===== src/design/mm64_pkg.sv =====
package mm64_pkg;

   localparam logic [63:0] MIX_MUL    = 64'hC6A4A7935BD1E995;
   localparam logic [31:0] MIX_MUL_LO = MIX_MUL[31:0];
   localparam logic [31:0] MIX_MUL_HI = MIX_MUL[63:32];
   localparam int unsigned MIX_SHIFT  = 47;
   localparam logic [31:0] SEED_RESET = 32'hE17A1465;
   localparam logic [7:0]  BYTE_MASK  = 8'hFF;
   localparam logic [3:0]  WORD_BYTES = 4'd8;

   localparam int unsigned FIFO_DEPTH = 2;

   // how the back end folds one word into the hash
   typedef enum logic [1:0] {
      MIX_FULL,
      MIX_TAIL,
      MIX_NONE
   } mix_kind_type;

   typedef struct packed {
      logic [63:0]  word;
      mix_kind_type kind;
      logic         first;
      logic         last;
      logic [31:0]  total_length;
      logic         mismatch;
   } entry_type;

   typedef struct packed {
      logic        start;
      logic [63:0] operand;
   } mul_req_type;

   typedef struct packed {
      logic        busy;
      logic [63:0] result;
   } mul_rsp_type;

endpackage


===== src/design/mm64_if.sv =====
interface mm64_req_if;
   logic        valid;
   logic        ready;
   logic [63:0] data_word;
   logic [3:0]  bytes_valid;
   logic        first;
   logic        last;
   logic [31:0] total_length;

   modport source (output valid, data_word, bytes_valid, first, last, total_length,
                   input ready);
   modport sink   (input valid, data_word, bytes_valid, first, last, total_length,
                   output ready);
endinterface

interface mm64_rsp_if;
   logic        valid;
   logic        ready;
   logic [63:0] hash_value;
   logic        length_mismatch;

   modport source (output valid, hash_value, length_mismatch, input ready);
   modport sink   (input valid, hash_value, length_mismatch, output ready);
endinterface

interface mm64_csr_if;
   logic        valid;
   logic        ready;
   logic [31:0] seed;

   modport source (output valid, seed, input ready);
   modport sink   (input valid, seed, output ready);
endinterface


===== src/design/murmur64a_hash_top.sv =====
// channel  | port    | dir | payload
// ---------+---------+-----+------------------------------------------------------
// request  | req_ch  | in  | data_word, bytes_valid, first, last, total_length
// response | rsp_ch  | out | hash_value, length_mismatch (one beat per last)
// config   | csr_ch  | in  | seed (always ready outside reset)
//
// One 32x32 multiplier does all the work; a 64-bit multiply runs through steps S1 to S4.
// Full word: three multiplies, one more when first is set, one for finalization on last.
// Last word: tail adds one multiply to finalization, empty adds none; init not included.
// Synchronous reset clears control, the hash accumulator and the byte counters.
// A small queue lets requests be taken while the back end works; a response
// beat waiting on rsp_ch stalls only the final step of the next message.
module murmur64a_hash_top
   import mm64_pkg::*;
#(
   parameter int unsigned QUEUE_DEPTH = FIFO_DEPTH
)
(
   input  logic       clock,
   input  logic       reset,
   mm64_req_if.sink   req_ch,
   mm64_rsp_if.source rsp_ch,
   mm64_csr_if.sink   csr_ch
);

   logic [31:0] seed_ff;
   logic        push, fifo_full, fifo_pop, fifo_valid;
   entry_type   push_entry, pop_entry;

   assign csr_ch.ready = !reset;

   always_ff @(posedge clock) begin
      if (reset) begin
         seed_ff <= SEED_RESET;
      end else if (csr_ch.valid && csr_ch.ready) begin
         seed_ff <= csr_ch.seed;
      end
   end

   mm64_front u_front (
      .clock      (clock),
      .reset      (reset),
      .req        (req_ch),
      .fifo_full  (fifo_full),
      .push       (push),
      .push_entry (push_entry)
   );

   mm64_fifo #(
      .DEPTH (QUEUE_DEPTH)
   ) u_fifo (
      .clock      (clock),
      .reset      (reset),
      .push       (push),
      .push_entry (push_entry),
      .full       (fifo_full),
      .pop        (fifo_pop),
      .pop_valid  (fifo_valid),
      .pop_entry  (pop_entry)
   );

   mm64_back u_back (
      .clock      (clock),
      .reset      (reset),
      .seed       (seed_ff),
      .fifo_valid (fifo_valid),
      .fifo_entry (pop_entry),
      .fifo_pop   (fifo_pop),
      .rsp        (rsp_ch)
   );

endmodule


===== src/design/mm64_front.sv =====
module mm64_front
   import mm64_pkg::*;
(
   input  logic          clock,
   input  logic          reset,
   mm64_req_if.sink      req,
   input  logic          fifo_full,
   output logic          push,
   output entry_type     push_entry
);

   logic [31:0] bytes_seen_ff, bytes_seen_in;
   logic [31:0] declared_len_ff, declared_len_in;
   logic [3:0]  nbytes;
   logic [63:0] masked_word;
   logic [31:0] seen_base;

   assign req.ready = !fifo_full && !reset;
   assign push      = req.valid && req.ready;

   assign nbytes = (req.bytes_valid > WORD_BYTES) ? WORD_BYTES : req.bytes_valid;

   always_comb begin
      for (int i = 0; i < 8; i++) begin
         masked_word[i*8 +: 8] = (4'(i) < nbytes) ? (req.data_word[i*8 +: 8] & BYTE_MASK)
                                                  : 8'h00;
      end
   end

   assign seen_base       = req.first ? 32'd0 : bytes_seen_ff;
   assign bytes_seen_in   = seen_base + {28'd0, nbytes};
   assign declared_len_in = req.first ? req.total_length : declared_len_ff;

   always_comb begin
      push_entry.word         = masked_word;
      push_entry.first        = req.first;
      push_entry.last         = req.last;
      push_entry.total_length = req.total_length;
      push_entry.mismatch     = (bytes_seen_in != declared_len_in);
      if (!req.last || nbytes == WORD_BYTES) begin
         push_entry.kind = MIX_FULL;
      end else if (nbytes == 4'd0) begin
         push_entry.kind = MIX_NONE;
      end else begin
         push_entry.kind = MIX_TAIL;
      end
   end

   always_ff @(posedge clock) begin
      if (reset) begin
         bytes_seen_ff   <= '0;
         declared_len_ff <= '0;
      end else if (push) begin
         bytes_seen_ff   <= bytes_seen_in;
         declared_len_ff <= declared_len_in;
      end
   end

endmodule


===== src/design/mm64_fifo.sv =====
module mm64_fifo
   import mm64_pkg::*;
#(
   parameter int unsigned DEPTH = FIFO_DEPTH
)
(
   input  logic      clock,
   input  logic      reset,
   input  logic      push,
   input  entry_type push_entry,
   output logic      full,
   input  logic      pop,
   output logic      pop_valid,
   output entry_type pop_entry
);

   localparam int unsigned PTR_W = (DEPTH > 1) ? $clog2(DEPTH) : 1;
   localparam int unsigned CNT_W = $clog2(DEPTH + 1);

   entry_type          entries_ff [DEPTH];
   logic [PTR_W-1:0]   wr_ptr_ff, rd_ptr_ff;
   logic [CNT_W-1:0]   count_ff;

   assign full      = (count_ff == CNT_W'(DEPTH));
   assign pop_valid = (count_ff != '0);
   assign pop_entry = entries_ff[rd_ptr_ff];

   function automatic logic [PTR_W-1:0] next_ptr(input logic [PTR_W-1:0] ptr);
      return (ptr == PTR_W'(DEPTH - 1)) ? '0 : ptr + 1'b1;
   endfunction

   always_ff @(posedge clock) begin
      if (push) begin
         entries_ff[wr_ptr_ff] <= push_entry;
      end
   end

   always_ff @(posedge clock) begin
      if (reset) begin
         wr_ptr_ff <= '0;
         rd_ptr_ff <= '0;
         count_ff  <= '0;
      end else begin
         if (push) begin
            wr_ptr_ff <= next_ptr(wr_ptr_ff);
         end
         if (pop) begin
            rd_ptr_ff <= next_ptr(rd_ptr_ff);
         end
         if (push && !pop) begin
            count_ff <= count_ff + 1'b1;
         end else if (pop && !push) begin
            count_ff <= count_ff - 1'b1;
         end
      end
   end

endmodule


===== src/design/mm64_mul.sv =====
module mm64_mul
   import mm64_pkg::*;
(
   input  logic        clock,
   input  logic        reset,
   input  mul_req_type mul_req,
   output mul_rsp_type mul_rsp
);

   // low 64 bits of operand * MIX_MUL from three 32x32 products on one multiplier
   typedef enum logic [2:0] {
      M_IDLE,
      M_S1,
      M_S2,
      M_S3,
      M_S4
   } step_type;

   step_type    step_ff;
   logic [63:0] a_ff;
   logic [63:0] prod_ff;
   logic [63:0] acc_ff;
   logic [31:0] op_a, op_b;
   logic [63:0] product;

   assign op_a    = (step_ff == M_S3) ? a_ff[63:32] : a_ff[31:0];
   assign op_b    = (step_ff == M_S2) ? MIX_MUL_HI : MIX_MUL_LO;
   assign product = {32'd0, op_a} * {32'd0, op_b};

   assign mul_rsp.busy   = (step_ff != M_IDLE);
   assign mul_rsp.result = acc_ff;

   always_ff @(posedge clock) begin
      if (reset) begin
         step_ff <= M_IDLE;
      end else begin
         case (step_ff)
            M_IDLE: begin
               if (mul_req.start) begin
                  a_ff    <= mul_req.operand;
                  step_ff <= M_S1;
               end
            end
            M_S1: begin
               prod_ff <= product;
               step_ff <= M_S2;
            end
            M_S2: begin
               acc_ff  <= prod_ff;
               prod_ff <= {product[31:0], 32'd0};
               step_ff <= M_S3;
            end
            M_S3: begin
               acc_ff  <= acc_ff + prod_ff;
               prod_ff <= {product[31:0], 32'd0};
               step_ff <= M_S4;
            end
            M_S4: begin
               acc_ff  <= acc_ff + prod_ff;
               step_ff <= M_IDLE;
            end
            default: begin
               step_ff <= M_IDLE;
            end
         endcase
      end
   end

endmodule


===== src/design/mm64_back.sv =====
module mm64_back
   import mm64_pkg::*;
(
   input  logic        clock,
   input  logic        reset,
   input  logic [31:0] seed,
   input  logic        fifo_valid,
   input  entry_type   fifo_entry,
   output logic        fifo_pop,
   mm64_rsp_if.source  rsp
);

   typedef enum logic [2:0] {
      B_IDLE,
      B_INIT,
      B_DISPATCH,
      B_K1,
      B_K2,
      B_HMUL,
      B_FIN0,
      B_FIN1
   } state_type;

   state_type   state_ff;
   entry_type   ent_ff;
   logic [63:0] hash_acc_ff;
   logic        rsp_valid_ff;
   logic [63:0] hash_out_ff;
   logic        mismatch_out_ff;

   mul_req_type mul_req;
   mul_rsp_type mul_rsp;
   logic [63:0] mix_res;
   logic [63:0] final_hash;
   logic        out_load;

   mm64_mul u_mul (
      .clock   (clock),
      .reset   (reset),
      .mul_req (mul_req),
      .mul_rsp (mul_rsp)
   );

   assign mix_res    = mul_rsp.result;
   assign final_hash = mix_res ^ (mix_res >> MIX_SHIFT);
   assign fifo_pop   = (state_ff == B_IDLE) && fifo_valid;
   assign out_load   = (state_ff == B_FIN1) && !mul_rsp.busy && (!rsp_valid_ff || rsp.ready);

   assign rsp.valid           = rsp_valid_ff;
   assign rsp.hash_value      = hash_out_ff;
   assign rsp.length_mismatch = mismatch_out_ff;

   always_comb begin
      mul_req = '0;
      case (state_ff)
         B_IDLE: begin
            if (fifo_valid && fifo_entry.first) begin
               mul_req.start   = 1'b1;
               mul_req.operand = {32'd0, fifo_entry.total_length};
            end
         end
         B_DISPATCH: begin
            if (ent_ff.kind == MIX_FULL) begin
               mul_req.start   = 1'b1;
               mul_req.operand = ent_ff.word;
            end else if (ent_ff.kind == MIX_TAIL) begin
               mul_req.start   = 1'b1;
               mul_req.operand = hash_acc_ff ^ ent_ff.word;
            end
         end
         B_K1: begin
            // k ^= k >> 47, then second multiply
            mul_req.start   = !mul_rsp.busy;
            mul_req.operand = mix_res ^ (mix_res >> MIX_SHIFT);
         end
         B_K2: begin
            mul_req.start   = !mul_rsp.busy;
            mul_req.operand = hash_acc_ff ^ mix_res;
         end
         B_FIN0: begin
            mul_req.start   = 1'b1;
            mul_req.operand = hash_acc_ff ^ (hash_acc_ff >> MIX_SHIFT);
         end
         default: begin
            mul_req = '0;
         end
      endcase
   end

   always_ff @(posedge clock) begin
      if (reset) begin
         state_ff     <= B_IDLE;
         hash_acc_ff  <= '0;
         rsp_valid_ff <= 1'b0;
      end else begin
         if (out_load) begin
            rsp_valid_ff    <= 1'b1;
            hash_out_ff     <= final_hash;
            mismatch_out_ff <= ent_ff.mismatch;
         end else if (rsp.ready) begin
            rsp_valid_ff <= 1'b0;
         end

         case (state_ff)
            B_IDLE: begin
               if (fifo_valid) begin
                  ent_ff   <= fifo_entry;
                  state_ff <= fifo_entry.first ? B_INIT : B_DISPATCH;
               end
            end
            B_INIT: begin
               if (!mul_rsp.busy) begin
                  hash_acc_ff <= {32'd0, seed} ^ mix_res;
                  state_ff    <= B_DISPATCH;
               end
            end
            B_DISPATCH: begin
               case (ent_ff.kind)
                  MIX_FULL: state_ff <= B_K1;
                  MIX_TAIL: state_ff <= B_HMUL;
                  MIX_NONE: state_ff <= B_FIN0;
                  default:  state_ff <= B_IDLE;
               endcase
            end
            B_K1: begin
               if (!mul_rsp.busy) begin
                  state_ff <= B_K2;
               end
            end
            B_K2: begin
               if (!mul_rsp.busy) begin
                  state_ff <= B_HMUL;
               end
            end
            B_HMUL: begin
               if (!mul_rsp.busy) begin
                  hash_acc_ff <= mix_res;
                  state_ff    <= ent_ff.last ? B_FIN0 : B_IDLE;
               end
            end
            B_FIN0: begin
               state_ff <= B_FIN1;
            end
            B_FIN1: begin
               if (out_load) begin
                  hash_acc_ff <= final_hash;
                  state_ff    <= B_IDLE;
               end
            end
            default: begin
               state_ff <= B_IDLE;
            end
         endcase
      end
   end

endmodule


===== src/flat_wrapper.sv =====
// flat-port wrapper written by rule: the top's interface ports become plain ports
module murmur64a_hash_top_flat import mm64_pkg::*;
#(
   parameter int unsigned QUEUE_DEPTH = FIFO_DEPTH
)
  (clock, reset, req_ch_valid, req_ch_data_word, req_ch_bytes_valid, req_ch_first, req_ch_last, req_ch_total_length, req_ch_ready, rsp_ch_valid, rsp_ch_hash_value, rsp_ch_length_mismatch, rsp_ch_ready, csr_ch_valid, csr_ch_seed, csr_ch_ready);
  mm64_req_if req_ch_i ();
  mm64_rsp_if rsp_ch_i ();
  mm64_csr_if csr_ch_i ();
  input  logic clock;
  input  logic reset;
  input wire logic [$bits(req_ch_i.valid)-1:0] req_ch_valid;
  input wire logic [$bits(req_ch_i.data_word)-1:0] req_ch_data_word;
  input wire logic [$bits(req_ch_i.bytes_valid)-1:0] req_ch_bytes_valid;
  input wire logic [$bits(req_ch_i.first)-1:0] req_ch_first;
  input wire logic [$bits(req_ch_i.last)-1:0] req_ch_last;
  input wire logic [$bits(req_ch_i.total_length)-1:0] req_ch_total_length;
  output wire logic [$bits(req_ch_i.ready)-1:0] req_ch_ready;
  output wire logic [$bits(rsp_ch_i.valid)-1:0] rsp_ch_valid;
  output wire logic [$bits(rsp_ch_i.hash_value)-1:0] rsp_ch_hash_value;
  output wire logic [$bits(rsp_ch_i.length_mismatch)-1:0] rsp_ch_length_mismatch;
  input wire logic [$bits(rsp_ch_i.ready)-1:0] rsp_ch_ready;
  input wire logic [$bits(csr_ch_i.valid)-1:0] csr_ch_valid;
  input wire logic [$bits(csr_ch_i.seed)-1:0] csr_ch_seed;
  output wire logic [$bits(csr_ch_i.ready)-1:0] csr_ch_ready;
  assign req_ch_i.valid = req_ch_valid;
  assign req_ch_i.data_word = req_ch_data_word;
  assign req_ch_i.bytes_valid = req_ch_bytes_valid;
  assign req_ch_i.first = req_ch_first;
  assign req_ch_i.last = req_ch_last;
  assign req_ch_i.total_length = req_ch_total_length;
  assign req_ch_ready = req_ch_i.ready;
  assign rsp_ch_valid = rsp_ch_i.valid;
  assign rsp_ch_hash_value = rsp_ch_i.hash_value;
  assign rsp_ch_length_mismatch = rsp_ch_i.length_mismatch;
  assign rsp_ch_i.ready = rsp_ch_ready;
  assign csr_ch_i.valid = csr_ch_valid;
  assign csr_ch_i.seed = csr_ch_seed;
  assign csr_ch_ready = csr_ch_i.ready;
  murmur64a_hash_top #(.QUEUE_DEPTH(QUEUE_DEPTH)) u_core (.clock(clock), .reset(reset), .req_ch(req_ch_i), .rsp_ch(rsp_ch_i), .csr_ch(csr_ch_i));
endmodule

===== config.mk =====
export PLATFORM = sky130hd
export DESIGN_NAME = murmur64a_hash_top_flat
export DESIGN_NICKNAME = d
export VERILOG_FILES = /design/src/design/mm64_pkg.sv /design/src/design/mm64_if.sv /design/src/design/murmur64a_hash_top.sv /design/src/design/mm64_front.sv /design/src/design/mm64_fifo.sv /design/src/design/mm64_mul.sv /design/src/design/mm64_back.sv /design/src/flat_wrapper.sv
export SDC_FILE = /design/constraint.sdc
export NUM_CORES = 2
export LEC_CHECK = 0
export ABC_AREA = 1
export BUFFER_PORTS_ARGS = -buffer_cell sky130_fd_sc_hd__buf_2
export CAP_MARGIN = 10
export CELL_PAD_IN_SITES_DETAIL_PLACEMENT = 1
export CELL_PAD_IN_SITES_GLOBAL_PLACEMENT = 1
export CORE_MARGIN = 1.5
export CORE_UTILIZATION = 38
export CTS_BUF_LIST = sky130_fd_sc_hd__clkbuf_16
export CTS_CLUSTER_SIZE = 10
export DETAILED_ROUTE_END_ITERATION = 10
export GPL_TIMING_DRIVEN = 1
export PLACE_DENSITY = 0.74
export SLEW_MARGIN = 20
export SYNTH_ARGS = -nofsm -noshare
export SYNTH_HDL_FRONTEND = slang
export SYNTH_SLANG_ARGS = --single-unit

===== constraint.sdc =====
create_clock -name clock -period 23.8 [get_ports clock]
set_input_delay 4.76 -clock clock [delete_from_list [all_inputs] [get_ports clock]]
set_output_delay 4.76 -clock clock [all_outputs]
set_load 0.02 [all_outputs]

Yosys cells after proc, flatten, opt, wreduce, memory -nomap -nowiden

Memory sizes are Yosys's and may differ from the RTL's. A register that Yosys moved wholly into a read port is not among the register bits.
Cells that the tools add are included.

Input port bits: 139
Memories: 1
Output and inout bits: 68
Bits in registers: 496
RAM bits: 202

Muxes and demuxes: 47
$lt $le $gt $ge: 9
Add/sub/neg operators: 6
Bitwise operators: 6
Reductions and logical operators: 38
Eq/ne operators: 23
Multipliers: 1

Memory list:

| memory                   | depth | width | read ports | clocked after Yosys merged registers in | write ports | RTL line        | RTL |
|---|---|---|---|---|---|---|---|
| u_core.u_fifo.entries_ff | 2     | 101   | 1          | 1                                       | 1           | mm64_fifo.sv:20 | `entry_type entries_ff [DEPTH];` |

Operators with widths:

| kind                 | count |
|---|---|
| $pmux W65 S5         | 1 |
| $pmux W64 S2         | 2 |
| $mux W65             | 3 |
| $mux W64             | 3 |
| $pmux W64 S3         | 1 |
| $mux W32             | 4 |
| $xor A64 B17 Y64     | 2 |
| $xor A64 B64 Y64     | 2 |
| $add A64 B64 Y64     | 1 |
| $mul A32 B32 Y64     | 1 |
| $mux W8              | 8 |
| $xor A32 B64 Y64     | 1 |
| $add A32 B4 Y32      | 1 |
| $ne A32 B32 Y1       | 1 |
| $mux W3              | 8 |
| $pmux W3 S8          | 1 |
| $lt A3 B4 Y1 const A | 4 |
| $eq A3 B3 Y1 const B | 5 |
| $ne A2 B2 Y1 const B | 7 |
| $eq A3 B2 Y1 const B | 4 |
| $pmux W3 S4          | 1 |
| $mux W2              | 5 |
| $reduce_bool A2 Y1   | 5 |
| $logic_and A1 B1 Y1  | 9 |
| other kinds (25)     | 50 |

Depth between registers and ports, before layout

Depth in word-level cells: 8
Depth in mapped cells: 41

Cells and area by module

Synthesis repeated with hierarchy kept, for this count alone.

Cell total of the unflattened synthesis: 7790
Area, all modules: 64778.4 µm²

By module, submodules not included:

| module             | area each (µm²) | seq. area each (µm²) | times used | cells an instance |
|---|---|---|---|---|
| mm64_mul           | 39335.2         | 5825.6               | 1          | 5008 |
| mm64_back          | 10914.2         | 5355.1               | 1          | 1351 |
| mm64_fifo          | 7963.9          | 6165.9               | 1          | 347 |
| mm64_front         | 5466.5          | 1281.2               | 1          | 945 |
| murmur64a_hash_top | 1098.6          | 640.6                | 1          | 139 |

Worst setup path before layout

OpenSTA, ideal clock, no wires.

Path type: input -> register
Start: input port reset
End: memory u_core.u_fifo.entries_ff[0][0] (netlist name) (enable)
Cell stages on the path: 5
Data arrival time: 10.020 ns
Setup time: 0.562 ns
Required time: 23.238 ns
Setup slack: 13.218 ns
Cells stage by stage: a21oi_1 > nand2_1 > clkbuf_1 > clkbuf_1 > nor2_1

Cells in the longest elaborated chain, start to end: 5

Ends and longest elaborated chain:

| element                       | RTL line           | RTL |
|---|---|---|
| start, declared               | flat_wrapper.sv:11 | `input logic reset;` |
| $logic_not A1 Y1              | mm64_front.sv:18   | `assign req.ready = !fifo_full && !reset;` |
| $logic_and A1 B1 Y1           | mm64_front.sv:18   |  |
| $logic_and A1 B1 Y1           | mm64_front.sv:19   | `assign push = req.valid && req.ready;` |
| $mux W1                       | mm64_fifo.sv:33    | `if (push) begin` |
| $mux W1 (implied by the code) | mm64_fifo.sv:34    | `entries_ff[wr_ptr_ff] <= push_entry;` |
| end, declared                 | mm64_fifo.sv:20    |  |

No other way between the ends.

Final worst setup path

Start: input port reset
End: output port csr_ch_ready

Cells in the longest elaborated chain, start to end: 1

Ends and longest elaborated chain:

| element          | RTL line                 | RTL |
|---|---|---|
| $logic_not A1 Y1 | murmur64a_hash_top.sv:30 | `assign csr_ch.ready = !reset;` |
| end, declared    | flat_wrapper.sv:25       | `output wire logic [$bits(csr_ch_i.ready)-1:0] csr_ch_ready;` |

No other way between the ends.

==> results.cfg <==
[status]
outcome = finished clean

[logic_synthesis]
synth_cell_types = 57
ys_seq_area_share_pct = 31.4
synth_top_area_share_pct = 25.8
avgSynthCellArea_sq_um = 8.88
async_flop_share_pct = 0
synthCells = 6910
synthFlopType = edfxtp_1
yosysTopAreaCell = edfxtp_1
synth_common_cells = inv_1 (1,467), nand2_1 (1,136), fa_1 (629), nor2_1 (600), edfxtp_1 (527)
ys_ff_latch = 699
synth_area_sq_um = 61300
yosys_warnings = 0
yosysMostFrequentCell = inv_1
synth_area_leaders = edfxtp_1 (26%), fa_1 (21%), ha_1 (9.5%)
synth_edf_count = 527

[placed_design]
dpl_worst_slack_ns = 12.80
port_buffers = 206
gp_congestion = 1.02
place_area_sq_um = 65000
dp_hpwl_mm = 195

[setup_path]
worst_path_dominant_cell_family = buffers and inverters
worstSetupEndpointType = output pin
timing.critical_path.slowest_cell_delay_ns = 0.51
cp_common_cell = buf_2
path_max_fanout = 66
worstPathArrival_ns = 6.22
critPathBufInv = 4
worst_setup_path_start_kind = input port
crit_chain = buf_2 -> buf_4 -> inv_4 -> buf_2
cpMaxStageDelayCell = buf_4
critPathLaunch = reset
cp_data_required_time_ns = 19.04
worstReg2RegStart = u_core.u_back.u_mul.step_ff[1]$_SDFFE_PP0P_
critPathKind = in2out

[clock_tree]
cts_max_path_buffers = 3
post_cts_buffers = 0
ctsHoldBuffers = 0
cts.repair.resized = 0
cts_root_buffer = clkbuf_16
cts_tree = done
clkLatencyLatePin_ns = 0.72
clkTransAtPathRegs_ns = 0.05
clock_sinks = 699
h-tree-depth = 3
numCtsBuffers = 82

[floorplan]
start_util_pct = 38.2
die_area_sq_um = 164000
chipWidth_um = 405
io_pins = 207
core-area_sq_um = 160000
die_h_um = 405
rows = 147

[global_route]
grt_pass1_vias = 53945
antenna_found_initial = 11
grt_usage_pct = 29.7
grt_max_degree = 97
grt_overflow = 0
grt_pass1_wl_mm = 355

[timing]
finalCritPeriodShare_pct = 46.2
fin_skew_ns = 0.0775
rsz0062_at_grt = false
final-setup-viol-count = 0
hold_violations = 0
relSlewSlack_pct = 19.0
hold_slack_ns = 0.441
setup_slack_ns = 12.82
setup_tns_ns = 0
period_minus_slack_ns = 10.98
max_slew.worst_pin.slew_ns = 1.20
slew_viol_final = 0
fmax_mhz = 91.0

[drt]
avgRoutedWirePerCell_um = 25.7
drt_iter0_drc = 3661
drcViolationCount = 0
firstDrtPassIters = 6
drt-vias-per-instance = 5.31
via_count = 49559
wirelength_mm = 240
ant_nets = 0

[cells_and_area]
stdcell_area_sq_um = 67600
area_growth_pct = 10.1
multi_input_area_sq_um = 35800
final_nets = 8335
final_layout_size_suffix_gt1_share_pct = 8.14
regArea_sq_um = 19300
fillers = 18932

[worst_hold_path]
hp-class = reg2reg
hp-start = u_core.u_back.ent_ff[0]$_DFFE_PP_

[job]
drv_cap = 0
[final cells by class]
class | count | share of cell area (%)
inverters | 1483 | 8.25
well taps | 2160 | 4.00
clock buffers | 82 | 3.04
flip-flops and latches | 699 | 28.5
repair buffers | 288 | 2.44
clock inverters | 66 | 0.691
multi-input cells | 4548 | 53.1
diodes | 1 | 0.00370
[worst paths after layout]
| path | to | slack (ns) | cells after the start |
|---|---|---|---|
| hold / removal | u_core.u_back.rsp.length_mismatch$_DFFE_PP_ | 0.44 | 0 |
| hold reg to reg | u_core.u_back.rsp.length_mismatch$_DFFE_PP_ | 0.44 | 0 |
| setup reg to reg | u_core.u_back.u_mul.prod_ff[63]$_DFFE_PP_ | 13.16 | 31 |
| setup / recovery | csr_ch_ready | 12.82 | 4 |
[layer usage]
| metal | share of wire (%) | global-route usage [%] |
|---|---|---|
| met5 | 0.0054 | 0 |
| met4 | 6.5 | 16.5 |
| met3 | 5.7 | 3.74 |
| met2 | 47 | 49.6 |
| met1 | 41 | 37.2 |
[cell usage in the layout (no fill, tap or decap), types with 171 or more instances in the layout]
cell / netlist / layout
dfxtp_1: 172 / 171
o21ai_0: 372 / 368
fa_1: 629 / 629
a21oi_1: 318 / 316
nand2_1: 1136 / 1135
edfxtp_1: 527 / 527
nor2_1: 600 / 593
ha_1: 465 / 465
nand3_1: 286 / 286
inv_1: 1467 / 1516
buf_2: 16 / 206
[logic make-up after synthesis]
family	count (synthesis)	share of synthesized area [%]
compound gates	935	8.56
xor+xnor	168	2.44
fa+ha+maj	1094	30.0
buf+inv	1667	10.3
flops	699	31.4
mux	102	1.87
other cells	2	0.0122
simple gates	2243	15.3
[worst reg2reg max path, delay by kind of cell (launching register included)]
| family | cells | cell delay [ns] |
|---|---|---|
| simple gates | 8 | 1.90 |
| buf+inv | 11 | 2.60 |
| compound gates | 2 | 0.53 |
| fa+ha+maj | 9 | 4.70 |
| flops | 1 | 0.39 |
| xor+xnor | 1 | 0.29 |
[state kept, by name, indices dropped and copies added, names as in the netlist, named ones only]
register and flops:
u_core.u_fifo.entries_ff 202, u_core.u_back.ent_ff 68, u_core.u_back.hash_acc_ff 64, u_core.u_back.rsp.hash_value 64
u_core.u_back.u_mul.a_ff 64, u_core.u_back.u_mul.acc_ff 64, u_core.u_back.u_mul.prod_ff 64, u_core.seed_ff 32
u_core.u_front.bytes_seen_ff 32, u_core.u_front.declared_len_ff 32, u_core.u_back.state_ff 3, u_core.u_back.u_mul.step_ff 3
u_core.u_fifo.count_ff 2, u_core.u_back.rsp.length_mismatch 1, u_core.u_back.rsp.valid 1, u_core.u_fifo.rd_ptr_ff 1
u_core.u_fifo.wr_ptr_ff 1
[stage by stage]
step / instances / util [%]
finish: 9327 / 42.1
detailed placement: 9178 / 40.5
CTS: 9326 / 42.1
global route: 9326 / 42.1
global placement: 9178 / 40.5
floorplan: 6914 / -
Power is not shown: default switching activity piles up to over one toggle a cycle in this logic, so the estimate is an artifact.
